<file path="src/rtl/pbbg_pkg.sv">
// shared types and codes for the pair bandwidth budget gate
package pbbg_pkg;

    // item functions
    localparam logic [1:0] FUNC_REQUEST = 2'd0;
    localparam logic [1:0] FUNC_LOAD    = 2'd1;
    localparam logic [1:0] FUNC_RELOAD  = 2'd2;
    localparam logic [1:0] FUNC_TICK    = 2'd3;

    // result status codes
    localparam logic [2:0] ST_GRANTED  = 3'd0;
    localparam logic [2:0] ST_RECONF   = 3'd1;
    localparam logic [2:0] ST_NO_ALLOC = 3'd2;
    localparam logic [2:0] ST_SHORT    = 3'd3;
    localparam logic [2:0] ST_DONE     = 3'd4;

    // config port: byte address width and register select (paddr[2])
    localparam int APB_ADDR_W = 3;
    localparam logic REG_SEL_INTERVAL = 1'b0;
    localparam logic REG_SEL_DELAY    = 1'b1;

    localparam logic [15:0] INTERVAL_RESET = 16'd1;
    localparam logic [15:0] DELAY_RESET    = 16'd0;

    typedef struct packed {
        logic [1:0]  func;
        logic [3:0]  src_node;
        logic [3:0]  dst_node;
        logic [31:0] amount;
    } t_in_beat;

    typedef struct packed {
        logic       granted;
        logic [2:0] status;
    } t_out_beat;

    typedef struct packed {
        logic [15:0] decision_interval;
        logic [15:0] reconfig_delay;
    } t_cfg;

endpackage

</file>
<file path="src/rtl/pbbg_apb_regs.sv">
// apb configuration registers: decision interval and reconfiguration delay
module pbbg_apb_regs
    import pbbg_pkg::*;
(
    input  logic                  i_clk,
    input  logic                  i_rst_n,
    input  logic                  psel,
    input  logic                  penable,
    input  logic                  pwrite,
    input  logic [APB_ADDR_W-1:0] paddr,
    input  logic [31:0]           pwdata,
    output logic [31:0]           prdata,
    output logic                  pready,
    output t_cfg                  o_cfg
);

    t_cfg r_cfg;
    logic w_wr;

    assign pready = 1'b1;
    assign w_wr   = psel && penable && pwrite && pready;

    // word-addressed: only paddr[2] selects
    always_ff @(posedge i_clk) begin
        if (!i_rst_n) begin
            r_cfg.decision_interval <= INTERVAL_RESET;
            r_cfg.reconfig_delay    <= DELAY_RESET;
        end else if (w_wr) begin
            unique case (paddr[2])
                REG_SEL_INTERVAL: r_cfg.decision_interval <= pwdata[15:0];
                REG_SEL_DELAY:    r_cfg.reconfig_delay    <= pwdata[15:0];
                default:          r_cfg <= r_cfg;
            endcase
        end
    end

    always_comb begin
        unique case (paddr[2])
            REG_SEL_INTERVAL: prdata = {16'd0, r_cfg.decision_interval};
            REG_SEL_DELAY:    prdata = {16'd0, r_cfg.reconfig_delay};
            default:          prdata = 32'd0;
        endcase
    end

    assign o_cfg = r_cfg;

endmodule

</file>
<file path="config.mk">
export PLATFORM = sky130hd
export DESIGN_NAME = pbbg_apb_regs
export DESIGN_NICKNAME = d
export VERILOG_FILES = /design/src/rtl/pbbg_pkg.sv /design/src/rtl/pbbg_apb_regs.sv
export SDC_FILE = /design/constraint.sdc
export NUM_CORES = 1
export LEC_CHECK = 0
export ABC_AREA = 1
export BUFFER_PORTS_ARGS = -buffer_cell sky130_fd_sc_hd__buf_2
export CORE_MARGIN = 4
export CORE_UTILIZATION = 35
export DETAILED_ROUTE_END_ITERATION = 16
export PLACE_DENSITY = 0.7
export SETUP_SLACK_MARGIN = 0.3
export SYNTH_ARGS = -nofsm -noshare
export SYNTH_HDL_FRONTEND = slang
export SYNTH_SLANG_ARGS = --single-unit
</file>
<file path="constraint.sdc">
create_clock -name i_clk -period 0.8 [get_ports i_clk]
set_input_delay 0.12 -clock i_clk [delete_from_list [all_inputs] [get_ports i_clk]]
set_output_delay 0.12 -clock i_clk [all_outputs]
set_load 0.005 [all_outputs]
</file>
==> results summary <==
The flow ran to the end, but the final reports show violations. The final reports fail on setup timing. The worst register-to-register path ends at o_cfg[28]. The overall routing resource usage came out at 0.168. The final setup slack of the worst path came out at -0.190 ns. The worst-skew pair later-pin latency is 0.28 ns.

For this block, the routed nets add up to 5220 um of wire. The aggregate negative setup slack came out at -4.24 ns. The average wire length per cell after detail routing came out at 12.6 um. The setup check on the worst reg-to-reg path leaves a slack of 0.12 ns. The number of buffers and inverters on the critical path is 1. For this configuration, the core starts out at a cell density of 0.363. The critical setup path kind is reg2out.

The floorplan step set the die width to 78.0 um. In this run the mean area of a mapped cell was 6.50 um2. The total setup violations reported at the end of the flow came out at 48. The top cell family by delay on the critical path is flip-flops. Setup repair after global routing could not meet its margin everywhere. The via count of the first global-routing pass came out at 1,744. The worst-case setup slack after placement came out at -0.193 ns.

The number of buffers inserted by hold repair at cts is 0. The fraction of post-synthesis cell area in the top cell type by area came out at 0.373. Of the cells placed in the final design, the portion with a size suffix greater than 1 is 0.471. After the last flow step, the layout net total stands at 385.

The total area of multi-input combinational cells came out at 990 um2. The total of flip-flops plus latches after synthesis is 32. The placer's final routability congestion estimate came out at 0.744.

The cell sitting at the root of the clock tree is a sky130_fd_sc_hd__clkbuf_8. The unique cell type count in the Yosys netlist is 17. The final hold violation count came out at 0. The post-DP HPWL came out at 3030 um. Summing every instance area after synthesis gives 1720 um2. Traced cell by cell, the critical path runs through nand2_1 > nand2_1 > buf_2.

In this run the critical register-to-register path is launched from o_cfg[28]. The maximum fanout count along the critical path came out at 3. After floorplanning, the core was divided into 25 placement rows. The maximum frequency from static timing analysis is 1.01 GHz.

Clock-pin slew was measured on the worst setup and hold paths at 0.07 ns. The antenna diode count came out at 0. The total core area came out at 4720 um2. During placement, the flow inserted port buffers numbering 69. The area added between synthesis and finish came out at 58.2%. The max-slew violation count came out at 0.

The total overflow reported by the global router is 0. The number of instances in the placed design came out at 389. The first detailed-routing pass took 4 iterations. Total power for the finished layout comes to 0.00375 W.

The tree built by TritonCTS fans out to 32 sinks. The share of the core filled with cells in the final layout came out at 0.575. The deepest clock path buffer count came out at 2. Registers take 683 um2. The first-iteration detailed-routing DRC count is 90.

The number of flip-flops under the largest register name came out at 32. The DRC violation count after routing is 0. STA classifies the critical path endpoint as an output port. The number of synthesis warnings came out at 0. During I/O placement, the number of pins put on the boundary was 105. In the synthesized netlist, the number of instances is 264. The leakage power came out at 1.40 nW. The required time at the worst-slack endpoint is 0.68 ns.

IR analysis of the VDD net gives a maximum drop of 738 uV. The stage delay of the slowest cell on the critical path is 0.36 ns. The initial antenna violation count is 0. The cell with the biggest individual delay on the critical path is sky130_fd_sc_hd__dfxtp_4. The clock period minus final worst setup slack came out at 0.990 ns. Summed over all instances, the cell type with the most area after synthesis is sky130_fd_sc_hd__dfxtp_1.

The clock buffer count from CTS came out at 5. The CTS H-tree depth is 2. The largest net degree at the start of global routing is 33. In this design, the critical path's most frequently occurring cell is sky130_fd_sc_hd__nand2_1. The number of nets still failing antenna checks after routing is 0. For this run, the number of standard cells in the final layout without fillers is 413. The worst hold path terminates at o_cfg[16]. The number of fill cells came out at 444.

The proportion of synthesized chip area in sequential cells is 0.373. The wire length of the first global-routing pass is 8120 um. The final period utilization is 1.24. Between clock sinks in the finished design, the worst skew comes to 0 ns. The number of vias in the routed layout came out at 1,832. Counting instances, the worst hold path has a depth of 3. Ranked by total cell area, the synthesized netlist is headed by sky130_fd_sc_hd__dfxtp_1, sky130_fd_sc_hd__nand2_1, sky130_fd_sc_hd__nor2_1. The depth of the worst register-to-register path came out at 3. STA classifies the critical path startpoint as a flip-flop. The power per unit of standard cell area is 1380 nW/um2. Across the run, the number of max-cap violations was 0. The average vias per placed instance is 4.44. The data arrival time at the worst-slack endpoint is 0.87 ns. The area of the die came out at 6090 um2. The worst hold path begins at pwdata[0]. The die is 78.0 um tall. TritonCTS built the clock tree. The min-delay analysis places its worst path in the category in2reg.
cells in the final DEF, fill, tap and decap left out:
master,count
sky130_fd_sc_hd__nor2_2,5
sky130_fd_sc_hd__nand3_2,16
sky130_fd_sc_hd__o21ai_1,1
sky130_fd_sc_hd__nor2_4,2
sky130_fd_sc_hd__dfxtp_2,31
sky130_fd_sc_hd__inv_1,16
sky130_fd_sc_hd__conb_1,17
sky130_fd_sc_hd__nor2_1,57
sky130_fd_sc_hd__buf_12,9
sky130_fd_sc_hd__buf_8,1
sky130_fd_sc_hd__nand2_2,4
sky130_fd_sc_hd__buf_4,6
sky130_fd_sc_hd__buf_2,55
sky130_fd_sc_hd__inv_2,1
sky130_fd_sc_hd__nand3_4,3
sky130_fd_sc_hd__nand2_1,76
sky130_fd_sc_hd__nor2_8,2
sky130_fd_sc_hd__inv_8,1
sky130_fd_sc_hd__nand3_1,14
sky130_fd_sc_hd__buf_6,15
sky130_fd_sc_hd__nand2_8,1
sky130_fd_sc_hd__clkbuf_1,2
sky130_fd_sc_hd__clkbuf_8,6
sky130_fd_sc_hd__dfxtp_4,1
sky130_fd_sc_hd__buf_16,4
power by group:
group,total (W),switching (W),internal [W]
clock,0.00127,0.000571,0.000701
sequential,0.00171,0.0000476,0.00166
combinational,0.000767,0.000393,0.000373
total,0.00375,0.00101,0.00273
worst reg2reg max path: cells and delay by family, from the launching register on:
family,cells,cell delay (ns)
DFF,1,0.32
and+or+nand+nor,2,0.13
buffers and inverters,1,0.12
area by class of cell:
type | count | area share
Timing Repair Buffer | 90 | 0.292
Inverter | 18 | 0.0276
Sequential cell | 32 | 0.251
Multi-Input combinational cell | 198 | 0.364
Tap cell | 67 | 0.0309
Clock buffer | 8 | 0.0332
timing repair:
| item | 4_1_cts | 5_1_grt |
|---|---|---|
| setup endpoints to repair | 80 | 80 |
| pin swaps | 7 | 21 |
| gates resized for setup | 59 | 35 |
| cloned | 5 | 0 |
| setup buffers | 7 | 4 |
routing by layer:
layer	vias to the layer above	share of wire	GRT usage
li1	931	-	-
met4	0	0.011	0.0507
met2	74	0.50	0.291
met5	-	0	0
met3	8	0.070	0.0378
met1	819	0.42	0.206
kinds of logic after synthesis:
| family | share of synthesized area |
|---|---|
| AND/OR/NAND/NOR | 0.443 |
| buffers and inverters | 0.176 |
| flip-flops | 0.373 |
| other | 0.00437 |
| AO/OA/AOI/OAI | 0.00291 |
synth_stat cells:
cell type                  number
sky130_fd_sc_hd__buf_6          1
sky130_fd_sc_hd__inv_4          1
sky130_fd_sc_hd__nand2_1       81
sky130_fd_sc_hd__nor2_2         1
sky130_fd_sc_hd__nor2_1        62
sky130_fd_sc_hd__nor2_8         2
sky130_fd_sc_hd__clkbuf_1       1
sky130_fd_sc_hd__o21ai_0        1
sky130_fd_sc_hd__inv_1         17
sky130_fd_sc_hd__dfxtp_1       32
sky130_fd_sc_hd__conb_1         2
sky130_fd_sc_hd__buf_2          6
sky130_fd_sc_hd__nand3_1       32
sky130_fd_sc_hd__buf_4         20
sky130_fd_sc_hd__buf_8          2
sky130_fd_sc_hd__buf_1          2
sky130_fd_sc_hd__nand3_4        1
how the worst max path moves through the flow:
stage	startpoint	end	slack [ns]	cells past startpoint
after CTS	o_cfg[4]	prdata[4]	-0.16	3
final	o_cfg[31]	prdata[15]	-0.19	3
after global routing	o_cfg[29]	prdata[13]	-0.24	3
after floorplan	paddr[2]	o_cfg[17]	0.1	6
after detailed placement	penable	o_cfg[4]	-0.19	5
after global placement	paddr[2]	o_cfg[16]	-0.14	5
metrics by stage:
stage               hold slack (ns)  area, um2
finish                       0.0642       2720
global route                 0.0554       2720
CTS                          0.0490       2540
detailed placement            0.352       2110
global placement              0.359       2110
floorplan                     0.241       1860
Power figures use the tool's default switching activity.
